## config.mk

```make
export PLATFORM = sky130hd
export DESIGN_NAME = lav_fifo
export DESIGN_NICKNAME = d
export VERILOG_FILES = /design/src/rtl/core/lav_pkg.sv /design/src/rtl/core/lav_fifo.sv
export SDC_FILE = /design/constraint.sdc
export NUM_CORES = 1
export LEC_CHECK = 0
export CAP_MARGIN = 40
export CORE_MARGIN = 2
export CORE_UTILIZATION = 60
export DETAILED_ROUTE_END_ITERATION = 16
export DONT_BUFFER_PORTS = 1
export GPL_ROUTABILITY_DRIVEN = 0
export PLACE_DENSITY = 0.76
export SKIP_LAST_GASP = 1
export SYNTH_ARGS = -nofsm -noshare
export SYNTH_HDL_FRONTEND = slang
export SYNTH_SLANG_ARGS = --single-unit
```

## constraint.sdc

```tcl
create_clock -name clk -period 14.8 [get_ports clk]
set_clock_uncertainty 0.1 [all_clocks]
set_input_delay 1.48 -clock clk [delete_from_list [all_inputs] [get_ports clk]]
set_output_delay 1.48 -clock clk [all_outputs]
set_load 0.05 [all_outputs]
```

## src/rtl/core/lav_pkg.sv

```systemverilog
// ---------------------------------------------------------------------------
// lav_pkg: shared types and constants for the look-at view matrix block
// Holds the channel payload types, the queue entry and matrix hand-off
// types, the fixed-point format and the translation rounding function.
// ---------------------------------------------------------------------------
package lav_pkg;

    // Fixed-point format and derived constants.
    localparam int FRAC_BITS = 16;
    localparam int QBITS     = FRAC_BITS + 2;
    localparam int QDEPTH    = 2;
    localparam logic [31:0] ONE_FX = 32'(64'd1 << FRAC_BITS);

    // Input item: camera position and target point.
    typedef struct packed {
        logic signed [31:0] pos_x;
        logic signed [31:0] pos_y;
        logic signed [31:0] pos_z;
        logic signed [31:0] target_x;
        logic signed [31:0] target_y;
        logic signed [31:0] target_z;
    } in_item_t;

    // Result item: one matrix column.
    typedef struct packed {
        logic [1:0]         column_index;
        logic signed [31:0] elem_row0;
        logic signed [31:0] elem_row1;
        logic signed [31:0] elem_row2;
        logic signed [31:0] elem_row3;
        logic               last_column;
        logic               degenerate;
    } out_item_t;

    // Classified item waiting for the back end.
    typedef struct packed {
        logic [2:0][31:0] pos;
        logic [2:0][32:0] dif;
        logic             deg;
    } queue_entry_t;

    // Finished matrix handed to the column emitter.
    typedef struct packed {
        logic [2:0][31:0] rgt;
        logic [2:0][31:0] upv;
        logic [2:0][31:0] fwd;
        logic [2:0][31:0] trn;
        logic             deg;
    } matrix_t;

    // Round a product sum with 2*FRAC_BITS fraction bits to FRAC_BITS,
    // ties away from zero, and saturate to the signed 32-bit range.
    function automatic logic [31:0] round_sat(input logic signed [63:0] x);
        logic [63:0] mag;
        logic [63:0] q;
        logic [31:0] res;
        mag = x[63] ? 64'(-x) : 64'(x);
        q   = (mag + (64'd1 << (FRAC_BITS - 1))) >> FRAC_BITS;
        if (x[63])
        begin
            res = (q > 64'h8000_0000) ? 32'h8000_0000 : 32'(64'd0 - q);
        end
        else
        begin
            res = (q > 64'h7FFF_FFFF) ? 32'h7FFF_FFFF : q[31:0];
        end
        return res;
    endfunction

endpackage

```

## src/rtl/core/lav_fifo.sv

```systemverilog
// ---------------------------------------------------------------------------
// lav_fifo: queue between front and back end
// A short first-in first-out buffer of classified items.
// ---------------------------------------------------------------------------
module lav_fifo (
    input  logic                  clk,
    input  logic                  rst_n,
    input  logic                  push_valid,
    output logic                  push_ready,
    input  lav_pkg::queue_entry_t push_entry,
    output logic                  pop_valid,
    input  logic                  pop_ready,
    output lav_pkg::queue_entry_t pop_entry
);
    import lav_pkg::*;

    localparam int PW = (QDEPTH > 1) ? $clog2(QDEPTH) : 1;
    localparam int CW = $clog2(QDEPTH + 1);

    queue_entry_t  mem_reg [QDEPTH];
    logic [PW-1:0] wr_ptr_reg;
    logic [PW-1:0] rd_ptr_reg;
    logic [CW-1:0] count_reg;
    logic          do_push;
    logic          do_pop;

    assign push_ready = (count_reg != CW'(QDEPTH));
    assign pop_valid  = (count_reg != '0);
    assign pop_entry  = mem_reg[rd_ptr_reg];
    assign do_push    = push_valid && push_ready;
    assign do_pop     = pop_valid && pop_ready;

    // Pointers and fill count.
    always_ff @(posedge clk or negedge rst_n)
    begin
        if (!rst_n)
        begin
            wr_ptr_reg <= '0;
            rd_ptr_reg <= '0;
            count_reg  <= '0;
        end
        else
        begin
            if (do_push)
            begin
                wr_ptr_reg <= (wr_ptr_reg == PW'(QDEPTH - 1)) ? '0 : PW'(wr_ptr_reg + 1'b1);
            end
            if (do_pop)
            begin
                rd_ptr_reg <= (rd_ptr_reg == PW'(QDEPTH - 1)) ? '0 : PW'(rd_ptr_reg + 1'b1);
            end
            if (do_push && !do_pop)
            begin
                count_reg <= CW'(count_reg + 1'b1);
            end
            else if (do_pop && !do_push)
            begin
                count_reg <= CW'(count_reg - 1'b1);
            end
        end
    end

    // Storage.
    always_ff @(posedge clk)
    begin
        if (do_push)
        begin
            mem_reg[wr_ptr_reg] <= push_entry;
        end
    end

endmodule

```

**After elaboration in Yosys (flattened, before gate mapping)**

Memories as Yosys holds them, arrays and structs flattened.
Index checks and enable logic that the tools add are counted.

- Add/subtract/negate cells: 4
- Eq/ne operators: 1
- Muxes and demuxes: 6
- Reduce and logical (&&, ||, !) cells: 8

Operators by type and width:

| kind | count |
|---|---|
| 1-bit logical AND | 4 |
| 1-bit two-way mux | 4 |
| 2-bit two-way mux | 2 |
| 2-bit nonzero test | 2 |
| 1-bit adder (second input constant) | 2 |
| 2-bit by 1-bit adder with 2-bit output (second input constant) | 1 |
| 1-bit logical NOT | 2 |
| 2-bit != test (second input constant) | 1 |
| 2-bit by 1-bit subtractor with 2-bit output (second input constant) | 1 |

- Register bits after elaboration: 4
- Bits in writable memories: 392
- Input port bits: 200
- Output and inout bits: 198
- Word-level logic and storage cells: 23
- Memories: 1

Memory list:

| name | depth | bits a word | rd ports | clocked after memory_dff | write ports | line | RTL |
|---|---|---|---|---|---|---|---|
| mem_reg | 2 | 196 | 1 | 0 | 1 | lav_fifo.sv:20 | `queue_entry_t mem_reg [QDEPTH];` |

**Longest topological paths before layout**

Gate-level depths: netlist (run 1).

- Depth after elaboration: 6
- Mapped depth: 7
- Mapped depth without buffers: 7

**Worst setup path before layout (run 1)**

OpenSTA, ideal clock, no wires.

- Kind: input-to-reg
- From: in push_valid
- To: mem mem_reg[0][0] (netlist bit) (enable)
- Arrival: 9.720 ns
- Setup slack: 4.224 ns
- Stages on the path: 2
- Path buffers: 0
- Cell sequence: nand2_1 -> nor2_1

- Longest elaborated chain between the ends: 3

RTL lines:

| item | line | RTL |
|---|---|---|
| start, declared | lav_fifo.sv:8 | `input logic push_valid,` |
| 1-bit logical AND | lav_fifo.sv:30 | `assign do_push = push_valid && push_ready;` |
| 1-bit two-way mux | lav_fifo.sv:66 | `if (do_push)` |
| 1-bit two-way mux (implied by the code) | lav_fifo.sv:68 | `mem_reg[wr_ptr_reg] <= push_entry;` |
| end, declared | lav_fifo.sv:20 |  |

Every way passes these cells.

==> impl_results.md, run 1 <==
* Fin crit period at 4520 ps
* Root buffer cell: clkbuf_16
* Post-Syn Instances at about 630
* Initial Util at 61.15%
* Core ar. at roughly 24,000 sq um
* Initial antenna violation count at 1
* CTS tree: built
* Setup TNS at 0 ps
* Post-route antenna net violation count at 0
* Post-synth net total at 829
* Filler cell count at approximately 1,500
* CTS resizes at 0
* Worst EP required at 13,220 ps
* Seq. cell area at 11,880 sq um
* WL per Instance at 26.30 um
* Max frequency at about 220 MHz
* Vias in the first global route at 6,100
* Final hold vios at 0
* Crit-path cells: buf_16 > buf_4 > buf_16 > mux2_2
* Final setup vio count at 0
* Crit Reg-Reg Endpoint: mem_reg[0][100]$_DFFE_PP_
* Post-CTS Hold Fix Bufs at 0
* Area Overhead vs Synth at 10.36%
* Clock tree sinks at 396
* Critical-path maximum fanout at 43
* Die Area at 26,060 sq um
* CP most frequent cell: buf_16
* Row cnt at 57
* Avg Vias per Cell at approximately 5.8
* Met2 routed WL at 13.12 mm
* Latest clock arrival within the worst-skew pair at 510 ps
* CP endpoint: pop_entry[173]
* DRT iter0 DRCs at 387
* R2R Path Start: count_reg[0]$_DFFE_PN0P_
* Final cycle utilization of the critical path at 30.54%
* Post-DP HPWL at ~19 mm
* Run status: complete, no violations
* Die H at 161.4 um
* Post-synthesis sequential element count at about 400
* CTS buffer count at 38
* Total stage count of the critical path at 4
* Nets at 859
* Buffers added on ports at 0
* Die X at about 160 um
* Yosys Warn Count at 0
* Top cells by area, synth: edfxtp_1 (79%), mux2_4 (13%), mux2_2 (5.0%), buf_6 (1.2%), dfrtp_1 (0.67%)
* Cell family with most CP delay: buffers and inverters
* Max incr delay on CP at 700 ps
* Layout cells sized above 1 at 37.72%
* Final Max Tran Viols at 0
* Synth top area share at 79.16%
* Grt total ovfl at 0
* Primary FF master, synth: edfxtp_1
* Count leader, synth: edfxtp_1
* Reported max-cap violation count at 0
* EDFF count, synth at 392
* Worst R2R Path Depth at 5
* CP endpoint kind: primary output
* Hold WC Path Type: flop to flop
* Met3 wire len at 3.663 mm
* Worst setup SP type: flop
* Largest net degree at the start of global routing at 71
* Avg Cell Area, Syn at approximately 24 sq um
* Bufs and invs on worst path at 3
* Area of the multi-input gates at 2798 sq um
* Uppermost routed layer: met4
* FFs w/ async S/R, synth at approximately 1%
* Crit path kind: flop to primary output
* # H-tree levels at 2
* Met1 wire length at roughly 9 mm
* Slew at the pin with the worst max-slew slack at 827.6 ps
* Sequential-to-total area share from yosys stat at roughly 80%
* I/O pin cnt at 398
* Post-synth top cells: edfxtp_1 (392), mux2_4 (130), mux2_2 (66)
* Worst-case clock buffer depth at 3
* Vias at 5,856
* Mapped Area at ~15,000 sq um
* Cell variety after synth at 15
* RSZ-0062 raised after global routing: false
* Slowest cell on crit path: dfrtp_4
* Reg2reg setup slack at between 10,000 and 15,000 ps
* First-pass DRT Iterations at 6
* First-pass GRT wire length at 37.80 mm
* Crit path DAT at ~2900 ps
* Total Routing Usage GR at 19.70%
* Largest register FFs at 392
* DRC Markers at 0
* Post-CTS Setup Bufs at 0
* Final wirelength at 26.59 mm
* Worst-path clk slew at 70 ps
* Crit path from: rd_ptr_reg$_DFFE_PN0P_
* Synth area leader: edfxtp_1
* Worst rel slew slack at roughly 45%
-- through the flow --
stage	hold WS [ps]	std cells	worst slack, ps	cell area, sq um	utilization [%]
3_5_place_dp	399.9	942	10800	15270	62.80
5_1_grt	445.1	1008	10150	16400	67.45
2_1_floorplan	355.9	628	4224	14870	-
6_report	417.7	1011	10280	16410	67.48
4_1_cts	416.5	1008	10240	16400	67.45
3_3_place_gp	376.5	937	10480	15130	62.23
-- worst reg2reg max path, cell delays in order, from the launching register on --
cell      delay, ps
dfrtp_1         410
nand2b_1        550
nand2_1         270
nor2_4          140
buf_4           540
buf_4           750
-- cell usage in the layout (no fill, tap or decap), drive strengths merged --
cell and n:
buf 12, nand2b 1, mux2 196, dfrtp 4
inv 1, clkbuf 51, and3 1, xnor2 3
clkinvlp 2, nor2 2, clkinv 13, ha 1
or2 1, xor2 2, nand2 2, diode 3
edfxtp 392
-- worst min-delay path by stage --
stage | start | endpoint | slack, ps | depth (start not counted)
2_1_floorplan | count_reg[1]$_DFFE_PN0P_ | count_reg[1]$_DFFE_PN0P_ | 360 | 1
3_3_place_gp | count_reg[1]$_DFFE_PN0P_ | count_reg[1]$_DFFE_PN0P_ | 380 | 1
3_5_place_dp | count_reg[1]$_DFFE_PN0P_ | count_reg[1]$_DFFE_PN0P_ | 400 | 1
4_1_cts | count_reg[1]$_DFFE_PN0P_ | count_reg[1]$_DFFE_PN0P_ | 420 | 1
5_1_grt | count_reg[1]$_DFFE_PN0P_ | count_reg[1]$_DFFE_PN0P_ | 450 | 1
6_report | count_reg[1]$_DFFE_PN0P_ | count_reg[1]$_DFFE_PN0P_ | 420 | 1
-- logic make-up after synthesis --
kind of cell             Yosys count  share of synthesized area [%]
XOR/XNOR                           5                         0.2945
adder cells (fa/ha/maj)            1                        0.08413
buffers and inverters             23                          1.439
flip-flops                       396                          79.83
multiplexers                     196                          18.12
AND/OR/NAND/NOR                    7                         0.2273
-- final cells by class --
cell class,count,share of cell area (%)
clock inverter,15,0.4117
sequential,396,72.36
antenna,3,0.04575
timing repair buffer,12,1.159
inverter,1,0.02287
clock buffer,51,6.481
multi-input combinational,209,17.05
tap,324,2.470
-- routing by layer --
| layer | GRT usage, % | up-vias |
|---|---|---|
| li1 | - | 2571 |
| met1 | 20.76 | 2896 |
| met2 | 33.12 | 336 |
| met3 | 10.58 | 53 |
| met4 | 7.995 | 0 |
| met5 | 0 | - |
Power of run 1 is not shown: default switching activity piles up to over one toggle a cycle in this logic, so the estimate is an artifact.
==> inputs of run 2 (changes only) <==
CORE_UTILIZATION = 57   (was 60)
PLACE_DENSITY = 0.75   (was 0.76)
clock period = 3.7 ns   (was 14.8 ns; I/O delays follow)
==> impl_results.md, run 2 (synthesized netlist as in run 1, its figures left out) <==
* Slew at the pin with the worst max-slew slack at 933.9 ps
* Most frequent cells in the layout: edfxtp_1 (392), dlygate4sd3_1 (199), mux2_4 (130)
* WL per Instance at 24.49 um
* Commonest non-fill, non-tap cell in the layout: edfxtp_1
* Core ar. at roughly 26,000 sq um
* Final wirelength at 30.00 mm
* Placed Cells at 950
* Clock tree sinks at about 400
* RSZ-0062 raised after global routing: false
* Buffers added on ports at 0
* Total Routing Usage GR at 20.89%
* Leakage at around 0.0066 uW
* Final hold vios at 0
* DRC Markers at 0
* Max frequency at ~400 MHz
* CTS buffer count at 39
* Post-Layout Inst Area at around 19,000 sq um
* Filler cell count at 1,475
* Post-CTS Hold Fix Bufs at 199
* Initial antenna violation count at 5
* Worst EP required at between 3000 and 4000 ps
* Root buffer cell: clkbuf_16
* # H-tree levels at 2
* First-pass DRT Iterations at 5
* Post-DP HPWL at ~18 mm
* Final setup vio count at 0
* Vias in the first global route at 7,180
* I/O pin cnt at roughly 400
* Critical-path maximum fanout at 39
* Worst rel slew slack at approximately 38%
* Switching Fraction at about two fifths
* Post-CTS Setup Bufs at 0
* Nets at between 1,000 and 1,500
* Run status: complete, no violations
* Power density cells at 936.4 nW/um^2
* CTS resizes at 0
* First-pass GRT wire length at 41.95 mm
* Peak supply drop at 796.8 uV
* Largest register FFs at roughly 390
* Clock share of power at 21.9%
* Die Area at between 20,000 and 30,000 sq um
* Avg Vias per Cell at 5.471
* Largest net degree at the start of global routing at 126
* Final Max Tran Viols at 0
* Hold WS at 37.70 ps
* Area Overhead vs Synth at 24.50%
* Row cnt at 59
* Hold WC Path Type: primary input to async pin
* Layout cells sized above 1 at 30.06%
* Logic pwr share at between 40% and 50%
* Area of placed instances at 15,270 sq um
* Internal power at 10,260 uW
* Reported max-cap violation count at 0
* Worst-case clock buffer depth at 3
* Reg power frac at 37.2%
* Latest clock arrival within the worst-skew pair at 510 ps
* Initial Util at 57.55%
* DRT iter0 DRCs at 531
* Post-route antenna net violation count at 0
* CP endpoint kind: primary output
* Worst setup SP type: flop
* Die X at 165.5 um
* Crit path kind: flop to primary output
* CTS tree: built
* Grt total ovfl at 0
* Worst-path clk slew at 60 ps
* Finished Layout Cells at approximately 1,200
* Crit path DAT at 2100 ps
* Vias at 6,702
* Fin crit period at 2573 ps
* Die H at between 150 and 200 um
* Final cycle utilization of the critical path at between 60% and 70%
* Switching pwr at 7079 uW
-- run 2: cell count changes in the layout (fill, tap and decap cells not counted), moves of 3 or more --
| cell | change |
|---|---|
| buf_4 | -5 |
| bufinv_16 | +3 |
| buf_16 | -5 |
| buf_12 | +7 |
| clkinv_2 | +4 |
| dlygate4sd3_1 | +199 |
-- run 2: layout make-up --
cell class	instances	area [sq um]	area share [%]
inverter	1	3.754	0.02027
clock inverter	22	187.7	1.014
tap	335	419.2	2.264
multi-input combinational	209	2813	15.19
antenna	5	12.51	0.06758
clock buffer	49	1056	5.704
sequential	396	11880	64.14
timing repair buffer	208	2147	11.60
-- run 2: power by group through the flow --
stage               Combinational [uW]  Sequential [uW]  Clock (uW)
finish                            7090             6450        3800
global placement                  6820             6440           0
floorplan                         6320             6480           0
global route                      7310             6520        4050
detailed placement                6880             6520           0
CTS                               7100             6430        3840
-- run 2: worst paths after layout --
check	slack [ps]	depth (start not counted)	startpoint	endpoint
worst max-delay path	1130	2	rd_ptr_reg$_DFFE_PN0P_	pop_entry[2]
worst min-delay path	40	1	rst_n	wr_ptr_reg$_DFFE_PN0P_
worst max register to register	1330	3	count_reg[0]$_DFFE_PN0P_	mem_reg[1][99]$_DFFE_PP_
worst min register to register	480	1	count_reg[1]$_DFFE_PN0P_	count_reg[1]$_DFFE_PN0P_
max in group asynchronous	3260	1	rst_n	rd_ptr_reg$_DFFE_PN0P_
min in group clk	320	1	push_valid	mem_reg[1][193]$_DFFE_PP_
-- run 2: through the flow --
step	setup TNS, ps	utilization [%]	power [uW]	worst slack (ps)
final	0	71.66	17340	1127
after global routing	0	71.66	17880	1063
after CTS	0	71.61	17370	1120
after detailed placement	0	59.08	13400	1396
after global placement	0	59.08	13260	1447
after floorplan	-87450	-	12800	-446.2
-- run 2: critical path: stages (launching register included) --
cell	delay, ps
dfrtp_4	540
buf_4	500
mux2_2	540
-- run 2: layer usage --
layer	global-route usage [%]	up-vias	wire [um]
li1	-	2965	-
met1	21.65	3343	9994
met2	38.57	333	16200
met3	7.393	61	2834
met4	7.994	0	976
met5	0	-	0
(Power assumes the default switching activity.)
==> inputs of run 3 (changes only) <==
CORE_UTILIZATION = 60   (was 57)
PLACE_DENSITY = 0.76   (was 0.75)
clock period = 2.4 ns   (was 3.7 ns; I/O delays follow)
==> impl_results.md, run 3 (synthesized netlist as in run 1, its figures left out) <==
* Nets at ~1,100
* Final Util at 76.75%
* Vias at 7,017
* Initial antenna violation count at 4
* Worst EP required at 2060 ps
* Post-route antenna net violation count at 0
* Core ar. at 24,320 sq um
* Most frequent cells in the layout: edfxtp_1 (392), dlygate4sd3_1 (200), mux2_4 (130)
* Slew at the pin with the worst max-slew slack at 466.9 ps
* Leakage at 0.006660 uW
* First-pass GRT wire length at 46.53 mm
* Worst-case clock buffer depth at 3
* Area Overhead vs Synth at 25.52%
* Switching Fraction at 40.93%
* Hold WC Path Type: primary input to flop
* Worst-path clk slew at 60 ps
* Placed Cells at approximately 950
* Area of placed instances at approximately 15,000 sq um
* Crit path DAT at 2010 ps
* RSZ-0062 raised after global routing: true
* Total Routing Usage GR at about 24%
* Reg power frac at between 30% and 40%
* Crit path kind: flop to primary output
* Root buffer cell: clkbuf_16
* Setup TNS at 0 ps
* Filler cell count at 1,216
* Critical-path maximum fanout at 34
* Power density cells at 1457 nW/um^2
* Finished Layout Cells at 1,223
* Clock tree sinks at 396
* Buffers added on ports at 0
* Area of the multi-input gates at between 2000 and 3000 sq um
* Peak supply drop at between 900 and 1000 uV
* Row cnt at 57
* CTS tree: built
* Final Max Tran Viols at 0
* First-pass DRT Iterations at 5
* Post-DP HPWL at 18.99 mm
* CTS buffer count at 39
* Layout cells sized above 1 at between 30% and 40%
* Worst setup SP type: flop
* Switching pwr at 11,130 uW
* Final setup vio count at 0
* Initial Util at 61.15%
* Internal power at 16,060 uW
* Vias in the first global route at 7,449
* Latest clock arrival within the worst-skew pair at 500 ps
* Seq. cell area at approximately 12,000 sq um
* Clock share of power at 22.0%
* Run status: complete, no violations
* Final cycle utilization of the critical path at 98.00%
* Final wirelength at ~32 mm
* Largest net degree at the start of global routing at between 70 and 80
* Die Area at 26,060 sq um
* I/O pin cnt at 398
* DRC Markers at 0
* Grt total ovfl at 0
* Worst rel slew slack at 68.87%
* Tot Pwr at about 27,000 uW
* Logic pwr share at 41.4%
* WL per Instance at 26.47 um
* Max frequency at 425.2 MHz
* Final hold vios at 0
* Post-Layout Inst Area at roughly 19,000 sq um
* Commonest non-fill, non-tap cell in the layout: edfxtp_1
* Reported max-cap violation count at 0
* Die X at 161.4 um
* DRT iter0 DRCs at approximately 570
* Avg Vias per Cell at 5.738
* # H-tree levels at 2
* Fin crit period at 2352 ps
* Die H at between 150 and 200 um
* Largest register FFs at a little under 400
* CP endpoint kind: primary output
-- run 3: cell count changes in the layout (fill, tap and decap cells not counted), sizes merged --
| cell | previous run | this run |
|---|---|---|
| clkinvlp | 2 | 3 |
| clkinv | 16 | 15 |
| buf | 9 | 19 |
| inv | 2 | 1 |
| dlygate4sd3 | 199 | 200 |
| diode | 5 | 4 |
| bufinv | 3 | 4 |
| clkbuf | 49 | 48 |
-- run 3: area by class of cell --
cell class	instances	share of cell area [%]
Antenna cell	4	0.05363
Sequential cell	396	63.62
Inverter	1	0.02011
Multi-Input combinational cell	209	15.07
Timing Repair Buffer	219	12.29
Clock buffer	48	5.637
Tap cell	324	2.172
Clock inverter	22	1.140
-- run 3: worst paths after layout --
check / cells past startpoint / from / slack (ps) / endpoint
max in group asynchronous: 2 / rst_n / 1480 / rd_ptr_reg$_DFFE_PN0P_
min in group asynchronous: 2 / rst_n / 520 / wr_ptr_reg$_DFFE_PN0P_
hold / removal: 1 / push_valid / 60 / mem_reg[1][4]$_DFFE_PP_
hold reg to reg: 1 / wr_ptr_reg$_DFFE_PN0P_ / 480 / wr_ptr_reg$_DFFE_PN0P_
setup / recovery: 3 / rd_ptr_reg$_DFFE_PN0P_ / 50 / pop_entry[98]
setup reg to reg: 3 / count_reg[0]$_DFFE_PN0P_ / 400 / mem_reg[1][42]$_DFFE_PP_
-- run 3: power groups by stage --
stage / Clock (uW) / Sequential, uW / Combinational (uW)
floorplan: 0 / 10000 / 9740
global placement: 0 / 9940 / 10700
detailed placement: 0 / 10000 / 10800
CTS: 6010 / 9910 / 11200
global route: 6320 / 10100 / 11600
finish: 5980 / 9960 / 11300
-- run 3: critical path, cell delays in order, from the launching register on --
cell and delay [ps]:
dfrtp_4 560, buf_16 270, buf_12 220, mux2_4 410
-- run 3: per-stage QoR --
stage | setup WS [ps] | hold slack [ps]
after global routing | -11.55 | 44.06
after CTS | 41.78 | 37.70
after detailed placement | 473.5 | -155.3
final | 48.12 | 55.52
after global placement | 499.8 | -155.3
after floorplan | -1746 | -155.6
-- run 3: metal layers --
layer  global-route usage, %  vias to the layer above  part of all wire, %
li1                        -                     2983                    -
met1                   28.07                     3570                   35
met2                   42.74                      400                   53
met3                   6.985                       64                  8.4
met4                   8.766                        0                  3.0
met5                       0                        -                    0
-- run 3: what timing repair did --
item,CTS,global route
setup endpoints to repair,36,2
hold endpoints to repair,399,0
hold buffers,200,0
buffers inserted,2,0
gates cloned,0,0
resized for setup,2,0
