[src/rtl/core/lav_pkg.sv]
// ---------------------------------------------------------------------------
// lav_pkg: shared types and constants for the look-at view matrix block
// Holds the channel payload types, the queue entry and matrix hand-off
// types, the fixed-point format and the translation rounding function.
// ---------------------------------------------------------------------------
package lav_pkg;

    // Fixed-point format and derived constants.
    localparam int FRAC_BITS = 16;
    localparam int QBITS     = FRAC_BITS + 2;
    localparam int QDEPTH    = 2;
    localparam logic [31:0] ONE_FX = 32'(64'd1 << FRAC_BITS);

    // Input item: camera position and target point.
    typedef struct packed {
        logic signed [31:0] pos_x;
        logic signed [31:0] pos_y;
        logic signed [31:0] pos_z;
        logic signed [31:0] target_x;
        logic signed [31:0] target_y;
        logic signed [31:0] target_z;
    } in_item_t;

    // Result item: one matrix column.
    typedef struct packed {
        logic [1:0]         column_index;
        logic signed [31:0] elem_row0;
        logic signed [31:0] elem_row1;
        logic signed [31:0] elem_row2;
        logic signed [31:0] elem_row3;
        logic               last_column;
        logic               degenerate;
    } out_item_t;

    // Classified item waiting for the back end.
    typedef struct packed {
        logic [2:0][31:0] pos;
        logic [2:0][32:0] dif;
        logic             deg;
    } queue_entry_t;

    // Finished matrix handed to the column emitter.
    typedef struct packed {
        logic [2:0][31:0] rgt;
        logic [2:0][31:0] upv;
        logic [2:0][31:0] fwd;
        logic [2:0][31:0] trn;
        logic             deg;
    } matrix_t;

    // Round a product sum with 2*FRAC_BITS fraction bits to FRAC_BITS,
    // ties away from zero, and saturate to the signed 32-bit range.
    function automatic logic [31:0] round_sat(input logic signed [63:0] x);
        logic [63:0] mag;
        logic [63:0] q;
        logic [31:0] res;
        mag = x[63] ? 64'(-x) : 64'(x);
        q   = (mag + (64'd1 << (FRAC_BITS - 1))) >> FRAC_BITS;
        if (x[63])
        begin
            res = (q > 64'h8000_0000) ? 32'h8000_0000 : 32'(64'd0 - q);
        end
        else
        begin
            res = (q > 64'h7FFF_FFFF) ? 32'h7FFF_FFFF : q[31:0];
        end
        return res;
    endfunction

endpackage

[src/rtl/core/lav_emit.sv]
// ---------------------------------------------------------------------------
// lav_emit: column emitter
// Holds one finished matrix and sends it as four column transfers, so the
// engine can start the next item while the receiver takes this one.
// ---------------------------------------------------------------------------
module lav_emit (
    input  logic               clk,
    input  logic               rst_n,
    input  logic               mat_valid,
    output logic               mat_ready,
    input  lav_pkg::matrix_t   mat,
    output logic               out_valid,
    input  logic               out_ready,
    output lav_pkg::out_item_t out_item
);
    import lav_pkg::*;

    logic       busy_reg;
    logic [1:0] col_reg;
    matrix_t    mat_reg;
    logic       out_xfer;

    assign out_xfer  = out_valid && out_ready;
    assign out_valid = busy_reg;
    assign mat_ready = !busy_reg || (out_ready && (col_reg == 2'd3));

    // Column counter and busy flag.
    always_ff @(posedge clk or negedge rst_n)
    begin
        if (!rst_n)
        begin
            busy_reg <= 1'b0;
            col_reg  <= '0;
        end
        else if (mat_valid && mat_ready)
        begin
            busy_reg <= 1'b1;
            col_reg  <= '0;
        end
        else if (out_xfer)
        begin
            col_reg <= 2'(col_reg + 1'b1);
            if (col_reg == 2'd3)
            begin
                busy_reg <= 1'b0;
            end
        end
    end

    // Held matrix.
    always_ff @(posedge clk)
    begin
        if (mat_valid && mat_ready)
        begin
            mat_reg <= mat;
        end
    end

    // Column selection; rows are right, true up and minus forward.
    always_comb
    begin
        out_item.column_index = col_reg;
        out_item.last_column  = (col_reg == 2'd3);
        out_item.degenerate   = mat_reg.deg;
        case (col_reg)
            2'd0:
            begin
                out_item.elem_row0 = mat_reg.rgt[0];
                out_item.elem_row1 = mat_reg.upv[0];
                out_item.elem_row2 = 32'(32'd0 - mat_reg.fwd[0]);
                out_item.elem_row3 = '0;
            end
            2'd1:
            begin
                out_item.elem_row0 = mat_reg.rgt[1];
                out_item.elem_row1 = mat_reg.upv[1];
                out_item.elem_row2 = 32'(32'd0 - mat_reg.fwd[1]);
                out_item.elem_row3 = '0;
            end
            2'd2:
            begin
                out_item.elem_row0 = mat_reg.rgt[2];
                out_item.elem_row1 = mat_reg.upv[2];
                out_item.elem_row2 = 32'(32'd0 - mat_reg.fwd[2]);
                out_item.elem_row3 = '0;
            end
            default:
            begin
                out_item.elem_row0 = mat_reg.trn[0];
                out_item.elem_row1 = mat_reg.trn[1];
                out_item.elem_row2 = mat_reg.trn[2];
                out_item.elem_row3 = ONE_FX;
            end
        endcase
        if (mat_reg.deg)
        begin
            out_item.elem_row0 = '0;
            out_item.elem_row1 = '0;
            out_item.elem_row2 = '0;
            out_item.elem_row3 = '0;
        end
    end

endmodule

[config.mk]
export PLATFORM = sky130hd
export DESIGN_NAME = lav_emit
export DESIGN_NICKNAME = d
export VERILOG_FILES = /design/src/rtl/core/lav_pkg.sv /design/src/rtl/core/lav_emit.sv
export SDC_FILE = /design/constraint.sdc
export NUM_CORES = 1
export LEC_CHECK = 0
export ABC_AREA = 1
export BUFFER_PORTS_ARGS = -buffer_cell sky130_fd_sc_hd__buf_2
export CAP_MARGIN = 20
export CORE_AREA = 2 2 203 205
export CTS_BUF_LIST = sky130_fd_sc_hd__clkbuf_4
export DETAILED_ROUTE_END_ITERATION = 6
export DIE_AREA = 0 0 205 207
export GPL_TIMING_DRIVEN = 0
export MAX_ROUTING_LAYER = met4
export PLACE_DENSITY = 0.67
export RECOVER_POWER = 50
export SYNTH_ARGS = -nofsm -noshare
export SYNTH_HDL_FRONTEND = slang
export SYNTH_SLANG_ARGS = --single-unit
[constraint.sdc]
create_clock -name clk -period 8.75 [get_ports clk]
set_input_delay 1.75 -clock clk [delete_from_list [all_inputs] [get_ports clk]]
set_output_delay 1.75 -clock clk [all_outputs]
set_load 0.03 [all_outputs]
=== Yosys cells after proc, flatten, opt, wreduce, memory -nomap -nowiden ===
Index checks and enable logic that the tools add are counted.

* Reductions and logical operators: 9
* $add $sub $neg: 4
* Mux-type cells: 7
* Eq/ne operators: 3

{| class="wikitable"
|+ Operators with widths
! operator !! number
|-
| case mux 128 bit (3 select lines) || 1
|-
| two-way mux 128 bit || 1
|-
| subtractor 1 x 32 -> 32 bit, first input constant || 3
|-
| == test 2 bit, second input constant || 2
|-
| two-way mux 2 bit || 2
|-
| nonzero test 2 bit || 2
|-
| logical AND 1 bit || 3
|-
| two-way mux 1 bit || 3
|-
| adder 2 x 1 -> 2 bit, second input constant || 1
|-
| == test 2 x 1 -> 1 bit, second input constant || 1
|-
| logical NOT 2 bit || 1
|-
| AND reduction 2 bit || 1
|-
| logical NOT 1 bit || 1
|-
| logical OR 1 bit || 1
|}

* Word-level logic and storage cells: 38
* Flip-flop bits (word level): 388
* Input bits: 389

=== Logic depth before layout (Yosys ltp) ===
Gate-level depths: netlist (run 1).

* Word-level depth: 6
* Mapped depth: 16
* Mapped depth without buffers: 14

=== Worst setup path before layout (run 1) ===
Ideal clock, no wire load.

* Path kind: input to register
* Start point: in out_ready
* End point: reg mat_reg[100] (netlist name), enable pin
* Setup slack: -1597 ps
* Buffers on the path: 0
* Setup time: 732 ps
* Data required time: 8018 ps
* Stages on the path: 4
* Arrival: 9615 ps
* Cells stage by stage: nand2_1 > nand2_1 > nand2_1 > inv_1

* Cells in the longest elaborated chain, start to end: 3

{| class="wikitable"
|+ Ends and longest elaborated chain
! element !! RTL line !! RTL
|-
| from (decl) || lav_emit.sv:13 || <nowiki>input logic out_ready,</nowiki>
|-
| logical AND 1 bit || lav_emit.sv:25 || <nowiki>assign mat_ready = !busy_reg || (out_ready && (col_reg == 2'd3));</nowiki>
|-
| logical OR 1 bit || lav_emit.sv:25 ||
|-
| named net mat_ready || lav_emit.sv:10 || <nowiki>output logic mat_ready,</nowiki>
|-
| logical AND 1 bit || lav_emit.sv:53 || <nowiki>if (mat_valid && mat_ready)</nowiki>
|-
| to (signal assigned) || lav_emit.sv:55 || <nowiki>mat_reg <= mat;</nowiki>
|-
| to (decl) || lav_emit.sv:20 || <nowiki>matrix_t mat_reg;</nowiki>
|}

The timed path passes the listed nets, and every way through them passes these cells.
A chain may end at the register's enable or synchronous reset.

==> results of run 1 <==
## cell usage after synthesis
cell,n,area [sq um]
o21bai_1,3,22.5
a21oi_1,66,330
a22o_1,2,17.5
inv_2,5,18.8
conb_1,1,3.75
edfxtp_1,385,11600
nor3_1,1,5.00
nor3_2,1,10.0
and2_1,1,6.26
o21a_1,1,7.51
ha_1,5,62.6
nor2_4,8,90.1
buf_4,33,248
buf_2,8,40.0
or2_1,30,188
buf_1,10,37.5
dfrtp_1,3,75.1
nand4_1,1,6.26
a32o_1,2,20.0
or2_2,2,12.5
nand2_4,1,11.3
clkbuf_1,33,124
nand2_2,20,125
nand3_1,64,320
nor2_1,43,161
o31ai_1,1,7.51
or2_0,1,6.26
nor2_2,8,50.1
o211ai_1,1,7.51
o21ai_0,74,370
o21ai_1,2,10.0
nand3_2,5,50.1
a31oi_1,64,400
inv_1,34,128
nand2_1,366,1370
buf_6,10,113
## cells in the final DEF, fill, tap and decap left out, drive strengths merged, types with 2 or more instances in the layout
| cell | synthesis | routed |
|---|---|---|
| a32o | 2 | 2 |
| conb | 1 | 31 |
| a31oi | 64 | 64 |
| inv | 39 | 40 |
| nand3 | 69 | 69 |
| o21ai | 76 | 76 |
| nor3 | 2 | 2 |
| a21oi | 66 | 66 |
| a22o | 2 | 2 |
| o21bai | 3 | 3 |
| nor2 | 59 | 59 |
| nand2 | 387 | 387 |
| clkbuf | 33 | 195 |
| buf | 61 | 536 |
| diode | 0 | 16 |
| ha | 5 | 5 |
| edfxtp | 385 | 385 |
| dfrtp | 3 | 3 |
| clkinv | 0 | 34 |
| clkinvlp | 0 | 3 |
| or2 | 33 | 33 |
## cell type report
class | count | share of cell area
diodes | 16 | 0.00194
plain buffers | 94 | 0.0272
clock buffers | 137 | 0.0498
clock inverters | 39 | 0.00934
inverters | 39 | 0.00716
multi-input cells | 804 | 0.184
flip-flops and latches | 388 | 0.564
well taps | 532 | 0.0323
repair buffers | 500 | 0.125
## report_power, final
group / internal, uW / switching, uW / total, uW
sequential: 2300 / 56.8 / 2360
combinational: 849 / 2210 / 3060
clock: 756 / 740 / 1500
total: 3910 / 3000 / 6910
## per-layer routing
layer | wire (um) | up-vias
li1 | - | 5882
met1 | 17700 | 5754
met2 | 25900 | 640
met3 | 4870 | 84
met4 | 1370 | 0
met5 | 0 | -
## critical path: stages, from the launching register on
cell and delay, ns:
dfrtp_1 0.41, inv_1 0.11, ha_1 0.47, clkbuf_1 0.50, buf_4 0.32, inv_1 0.10
nand2_1 0.06, nand2_1 0.07, nor2_1 0.11, nand2_1 0.06, nor2_1 0.26, nand3_1 0.13
nand4_1 0.16, nand2_1 0.06, buf_2 0.17
## metrics by stage
step / setup slack [ns] / total power (uW)
after floorplan: 0.349 / 4460
after global placement: -1.81 / 5510
after detailed placement: 4.06 / 5480
after CTS: 3.06 / 6990
after global routing: 2.86 / 7330
final: 3.15 / 6910
## cell families after synthesis
family	count (synthesis)
flops	388
simple gates	552
other cells	1
compound gates	216
buf+inv	133
fa+ha+maj	5
## how the worst max path moves through the flow
stage | start | end | slack [ns] | cells after the start
final | col_reg[0] | out_item[50] | 3.15 | 14
after global routing | col_reg[0] | out_item[50] | 2.86 | 14
after CTS | col_reg[0] | out_item[75] | 3.06 | 10
after detailed placement | col_reg[0] | out_item[75] | 4.06 | 10
after global placement | out_ready | mat_reg[220] | -1.81 | 5
after floorplan | out_ready | mat_reg[100] | 0.35 | 4
==> flow_summary_export.csv, run 1 <==
group,metric,value,unit
outcome,outcome,"finished, violations left",
outcome,violations,"capacitance limit, slew limit",
cts,clk_pin_slew_worst_paths,0.06,ns
global_routing,top_usage_layer,"met2",
synth,synth_compound_area_frac,0.0745,
worst_setup_path,worst_setup_path_start_kind,"register",
worst_hold_path,hold_end,"out_valid",
placement,gp_congestion,0.936,
sta,fin_skew,0.0725,ns
final_layout,largest_register_ffs,384,
synth,syn_area,0.0160,sq mm
final_layout,area_delta_synth_final,28.8,%
synth,synth_top_family_by_area,"simple AND/OR/NAND/NOR gates",
global_routing,track_usage,0.238,
final_layout,finalNonFillerCells,2549,
worst_hold_path,hp-start,"out_valid",
worst_setup_path,r2r_cells,8,
final_layout,n_fill_cell,3648,
global_routing,grt_util_met2,0.414,
synth,synth_seq_cells,388,
worst_setup_path,worstPathArrival,3.85,ns
placement,io_buffers,491,
synth,synth_fa_ha_area_frac,0.00391,
synth,synth.distinct_cells,36,
synth,synthMuxAreaShare,0,
die,ios,523,
sta,slew_viol_final,75,
final_layout,drive_gt1_frac,0.361,
sta,holdWs,0.573,ns
drt,drt_iter0_drc,736,
sta,fmaxAchievable,179,MHz
cts,cts_root_buf,"clkbuf_4",
cts,cts.sinks,388,
synth,avgSynthCellArea,12.4,sq um
worst_setup_path,worstPathRequired,7.00,ns
cts,cts_setup_buffers,0,
sta,finalHoldViolations,0,
cts,clock_latency,0.85,ns
worst_setup_path,critPathMaxFanout,10,
placement,place_hpwl,37600,um
synth,synth_xor_xnor_area_share,0,
drt,drt_wl_total,49900,um
global_routing,grt_pass1_wl,72100,um
global_routing,antenna_found_initial,15,
cts,clk_path_buf_depth,3,
cts,numCtsBuffers,101,
final_layout,nets,2322,
run,drv_cap,3,
drt,wl_per_cell,19.6,um
worst_setup_path,r2r-end,"mat_reg[288]",
drt,vias_per_cell,4.85,
power_and_ir_drop,ir_drop,139,uV
die,core,0.0404,sq mm
sta,setup_viol,0,
power_and_ir_drop,p_leak,0.00826,uW
placement,dp.cells,2357,
die,rows,74,
sta,slew_headroom,-0.674,
drt,vias,12360,
worst_setup_path,r2r_start,"col_reg[0]",
worst_hold_path,hold_path_class,"reg2reg",
die,start_util,0.397,
die,die_h,207,um
cts,cts_resized,0,
global_routing,grt_start_max_net_pins,48,
worst_hold_path,hold_depth,2,
worst_setup_path,r2r_setup_slack,3.79,ns
final_layout,multi_input_area,0.00379,sq mm
synth,synthSimpleGateAreaFrac,0.151,
drt,drc,0,
cts,htreeDepth,3,
global_routing,grt.met1_usage,0.253,
cts,cts_tree,"yes",
sta,worstMarginPinSlew,2.51,ns
die,die_x,205,um
global_routing,use_met3,0.0708,
final_layout,register_area,0.0116,sq mm
sta,grt_setup_unrepaired,"no",
drt,postRouteAntennaNets,0,
worst_setup_path,endpoint_kind,"output port",
die,dieArea,0.0424,sq mm
power_and_ir_drop,power_per_cell_area,335,mW/mm^2
global_routing,first_global_vias,12451,
sta,post-route-period-util,0.639,
cts,hold_buffers,0,
synth,yosysWarnings,0,
final_layout,fin_area,0.0206,sq mm
final_layout,fin_util,0.511,
sta,fin_crit,5.60,ns
synth,netlist_instances,1295,
worst_setup_path,path_class,"reg2out",
synth,ys_seq_area_frac,0.726,
drt,drtPass1Iterations,5,
global_routing,grt_overflow,0,
sta,setup-tns-final,0,ns
placement,placed_cell_area,0.0194,sq mm
Note: power is estimated with default switching activity, not from simulation.
==> run 2: changes to the inputs <==
- clock period: 8.75 -> 4.7 ns (I/O delays scaled with it)
==> flow_summary_export.csv, run 2 (synthesized netlist as in run 1, its figures left out) <==
group,metric,value,unit
global_routing,grt.met1_usage,0.259,
final_layout,final_cell_mix,"buf_2 (483), edfxtp_1 (385), nand2_1 (365)",
cts,cts.sinks,388,
final_layout,multi_input_area,0.00382,sq mm
drt,drtPass1Iterations,5,
drt,postRouteAntennaNets,0,
sta,fin_crit,4.52,ns
placement,io_buffers,491,
power_and_ir_drop,power.total,13000,uW
global_routing,top_usage_layer,"met2",
worst_setup_path,cp_cell_sequence,"inv_1 > ha_2 > buf_6 > nand3_1 > nand2_1 > ha_1 > nand2_2 > nor2_2 > nand2_1 > inv_1 > nor2_1 > o21ai_1 > clkbuf_4",
worst_hold_path,hold_path_class,"in2reg",
cts,cts_root_buf,"clkbuf_4",
worst_setup_path,crit_slowest_cell,"ha_2",
placement,place_hpwl,36500,um
worst_setup_path,worstPathRequired,3.76,ns
drt,drt_iter0_drc,829,
die,die_x,205,um
sta,worstMarginPinSlew,1.11,ns
worst_setup_path,endpoint_kind,"output port",
worst_setup_path,worst_setup_path_start_kind,"register",
die,dieArea,0.0424,sq mm
global_routing,antenna_found_initial,28,
outcome,outcome,"complete, no violations",
final_layout,n_fill_cell,3621,
placement,place_ws,0.931,ns
die,ios,523,
cts,htreeDepth,3,
drt,vias_per_cell,4.86,
worst_setup_path,critPathMaxFanout,10,
sta,fmaxAchievable,221,MHz
sta,post-route-period-util,0.963,
sta,setup_slack,0.176,ns
final_layout,final_common_cell,"buf_2",
sta,setup_viol,0,
power_and_ir_drop,power_per_cell_area,625,mW/mm^2
final_layout,drive_gt1_frac,0.378,
die,die_h,207,um
power_and_ir_drop,p_leak,0.00837,uW
worst_setup_path,path_class,"reg2out",
sta,setup-tns-final,0,ns
power_and_ir_drop,ir_drop,374,uV
sta,grt_setup_unrepaired,"yes",
die,core,0.0404,sq mm
die,start_util,0.397,
global_routing,track_usage,0.236,
cts,cts_tree,"yes",
global_routing,grt_overflow,0,
worst_setup_path,worstPathArrival,3.58,ns
final_layout,area_delta_synth_final,29.9,%
sta,fin_skew,0.0425,ns
final_layout,largest_register_ffs,384,
cts,numCtsBuffers,101,
run,drv_cap,0,
global_routing,use_met3,0.0812,
sta,finalHoldViolations,0,
global_routing,first_global_vias,12496,
cts,clk_pin_slew_worst_paths,0.07,ns
global_routing,grt_start_max_net_pins,50,
cts,cts_setup_buffers,0,
drt,drc,0,
worst_setup_path,critPathMaxStageDelay,0.43,ns
global_routing,grt_pass1_wl,71700,um
sta,slew_headroom,0.262,
placement,gp_congestion,0.949,
cts,clock_latency,0.86,ns
final_layout,register_area,0.0116,sq mm
drt,drt_wl_total,49400,um
die,rows,74,
drt,vias,12490,
final_layout,nets,2323,
cts,clk_path_buf_depth,3,
global_routing,grt_util_met2,0.391,
sta,slew_viol_final,0,
drt,wl_per_cell,19.2,um
-- run 2: per-stage QoR --
| step | hold WS, ns | instances | area (sq um) | utilization |
|---|---|---|---|---|
| after floorplan | 0.644 | 1325 | 16200 | - |
| after global placement | 0.600 | 2348 | 19300 | 0.478 |
| after detailed placement | 0.613 | 2357 | 19500 | 0.483 |
| after CTS | 0.128 | 2541 | 20800 | 0.515 |
| after global routing | 0.146 | 2568 | 20800 | 0.515 |
| final | 0.252 | 2570 | 20800 | 0.515 |
-- run 2: worst max-delay path: cells and delay by family, from the launching register on --
family	cells	cell delay, ns
buf+inv	4	0.74
simple gates	6	0.74
flops	1	0.42
compound gates	1	0.20
fa+ha+maj	2	0.66
-- run 2: layout make-up --
cell class                      count  share of cell area
Sequential cell                   388               0.559
Multi-Input combinational cell    804               0.184
Timing Repair Buffer              501               0.126
Clock buffer                      148              0.0534
Tap cell                          532              0.0320
Buffer                             94              0.0274
Clock inverter                     35             0.00764
Inverter                           39             0.00709
Antenna cell                       29             0.00349
-- run 2: where the power goes --
part           internal [uW]  switching, uW  leakage [uW]
clock network           1450           1400      0.000765
logic                   1620           4140       0.00407
registers               4280            107       0.00354
total                   7350           5650       0.00837
-- run 2: path summary, 6_finish.rpt --
kind	startpoint	endpoint	slack, ns	depth (start not counted)
min	mat[376]	mat_reg[376]	0.25	1
max	col_reg[0]	out_item[40]	0.18	13
min reg2reg	out_valid	out_valid	0.63	2
min in group asynchronous	rst_n	col_reg[1]	0.47	2
max in group asynchronous	rst_n	col_reg[0]	4.07	2
max reg2reg	col_reg[0]	mat_reg[287]	0.59	9
-- run 2: what timing repair did --
item | 4_1_cts | 5_1_grt
setup endpoints to repair | 1 | 14
hold buffers | 1 | 0
hold endpoints to repair | 3 | 0
resized for setup | 2 | 13
-- run 2: routing by layer --
layer / vias up / routed length, um
met2: 661 / 24900
met3: 92 / 4960
met5: - / 0
met4: 0 / 1520
li1: 5908 / -
met1: 5829 / 18000
==> run 3: changes to the inputs <==
- CORE_AREA: 2 2 203 205 -> 2 2 205 207
- DIE_AREA: 0 0 205 207 -> 0 0 207 209
- PLACE_DENSITY: 0.67 -> 0.63
- clock period: 4.7 -> 5.1 ns (I/O delays scaled with it)
==> flow_summary_export.csv, run 3 (synthesized netlist as in run 1, its figures left out) <==
group,metric,value,unit
outcome,violations,"DRC, capacitance limit, slew limit",
sta,setup_viol,0,
final_layout,area_delta_synth_final,29.7,%
sta,slew_headroom,-0.305,
sta,fmaxAchievable,215,MHz
final_layout,n_fill_cell,3814,
die,die_x,207,um
final_layout,final_cell_mix,"buf_2 (475), edfxtp_1 (385), nand2_1 (364)",
sta,worstMarginPinSlew,1.96,ns
drt,drt_wl_total,50800,um
global_routing,grt_pass1_wl,74000,um
cts,clk_pin_slew_worst_paths,0.07,ns
final_layout,finalNonFillerCells,2586,
outcome,outcome,"finished, violations left",
power_and_ir_drop,power_per_cell_area,574,mW/mm^2
sta,post-route-period-util,0.912,
die,ios,523,
worst_hold_path,hold_depth,1,
sta,grt_setup_unrepaired,"no",
drt,drt_iter0_drc,770,
power_and_ir_drop,ir_drop,342,uV
placement,dp.cells,2365,
global_routing,first_global_vias,12630,
run,drv_cap,2,
die,core,0.0413,sq mm
drt,vias,12408,
placement,placed_cell_area,0.0195,sq mm
cts,numCtsBuffers,102,
worst_hold_path,hold_path_class,"in2reg",
die,die_h,209,um
cts,cts_tree,"yes",
sta,slew_viol_final,59,
power_and_ir_drop,p_leak,0.00831,uW
cts,clock_latency,0.89,ns
cts,cts_setup_buffers,0,
drt,drc,2,
sta,finalHoldViolations,0,
worst_setup_path,worstPathRequired,4.08,ns
placement,io_buffers,491,
die,rows,75,
drt,vias_per_cell,4.80,
cts,clk_path_buf_depth,3,
final_layout,multi_input_area,0.00381,sq mm
final_layout,largest_register_ffs,384,
placement,gp_congestion,0.909,
final_layout,fin_area,0.0208,sq mm
final_layout,drive_gt1_frac,0.363,
worst_setup_path,endpoint_kind,"output port",
worst_hold_path,hp-start,"mat[198]",
global_routing,grt_overflow,0,
cts,cts.sinks,388,
worst_setup_path,worstPathArrival,3.63,ns
placement,place_hpwl,37800,um
die,dieArea,0.0433,sq mm
worst_setup_path,startpoint,"col_reg[0]",
final_layout,nets,2325,
drt,postRouteAntennaNets,0,
die,start_util,0.388,
sta,fin_skew,0.0524,ns
global_routing,track_usage,0.239,
sta,fin_crit,4.65,ns
final_layout,final_common_cell,"buf_2",
global_routing,grt_start_max_net_pins,48,
worst_setup_path,worst_setup_path_start_kind,"register",
drt,wl_per_cell,19.7,um
worst_setup_path,path_class,"reg2out",
final_layout,register_area,0.0116,sq mm
global_routing,antenna_found_initial,31,
worst_setup_path,critPathMaxFanout,10,
cts,cts_root_buf,"clkbuf_4",
cts,htreeDepth,3,
worst_setup_path,r2r_start,"col_reg[0]",
worst_setup_path,r2r_cells,9,
drt,drtPass1Iterations,7,
run 3: routing by layer:
metal  vias to the layer above  GRT usage  share of wire
li1                       5926          -              -
met1                      5765      0.254           0.37
met2                       628      0.390           0.50
met3                        89     0.0948           0.10
met4                         0      0.115          0.036
met5                         -          -              0
run 3: through the flow:
step	TNS (ns)	power (uW)	worst slack, ns	hold WS, ns	utilization
finish	0	11900	0.450	0.307	0.503
global route	0	12700	0.104	0.203	0.503
CTS	0	12100	0.265	0.201	0.503
detailed placement	0	9450	1.25	0.627	0.473
global placement	-1830.59	9510	-4.79	0.606	0.468
floorplan	-897.26	7680	-2.33	0.724	-
run 3: repair_timing:
action | 4_1_cts | 5_1_grt
hold buffers | 1 | 0
gates resized for setup | 0 | 0
endpoints found under the hold margin | 3 | 0
run 3: final timing paths:
check | to | slack, ns
max | out_item[103] | 0.45
min | mat_reg[198] | 0.31
max reg2reg | mat_reg[56] | 0.71
min reg2reg | out_valid | 0.65
max in group asynchronous | col_reg[1] | 4.40
min in group asynchronous | out_valid | 0.53
run 3: final cells by class:
cell class / count / area share
Antenna cell: 34 / 0.00410
Buffer: 94 / 0.0270
Clock buffer: 139 / 0.0502
Clock inverter: 47 / 0.00988
Inverter: 39 / 0.00711
Multi-Input combinational cell: 804 / 0.184
Sequential cell: 388 / 0.560
Tap cell: 539 / 0.0325
Timing Repair Buffer: 502 / 0.125
run 3: power breakdown:
part	leakage, uW	internal, uW	total [uW]	switching, uW
Sequential	0.00354	3950	4040	94.1
Clock	0.000742	1280	2600	1320
Combinational	0.00403	1470	5290	3820
Total	0.00831	6700	11900	5240
run 3: worst max-delay path, cell delays in order (launching register included):
cell	delay, ns
dfrtp_1	0.40
ha_1	0.46
clkbuf_1	0.76
clkbuf_1	0.48
a21oi_1	0.08
a31oi_1	0.32
buf_2	0.28
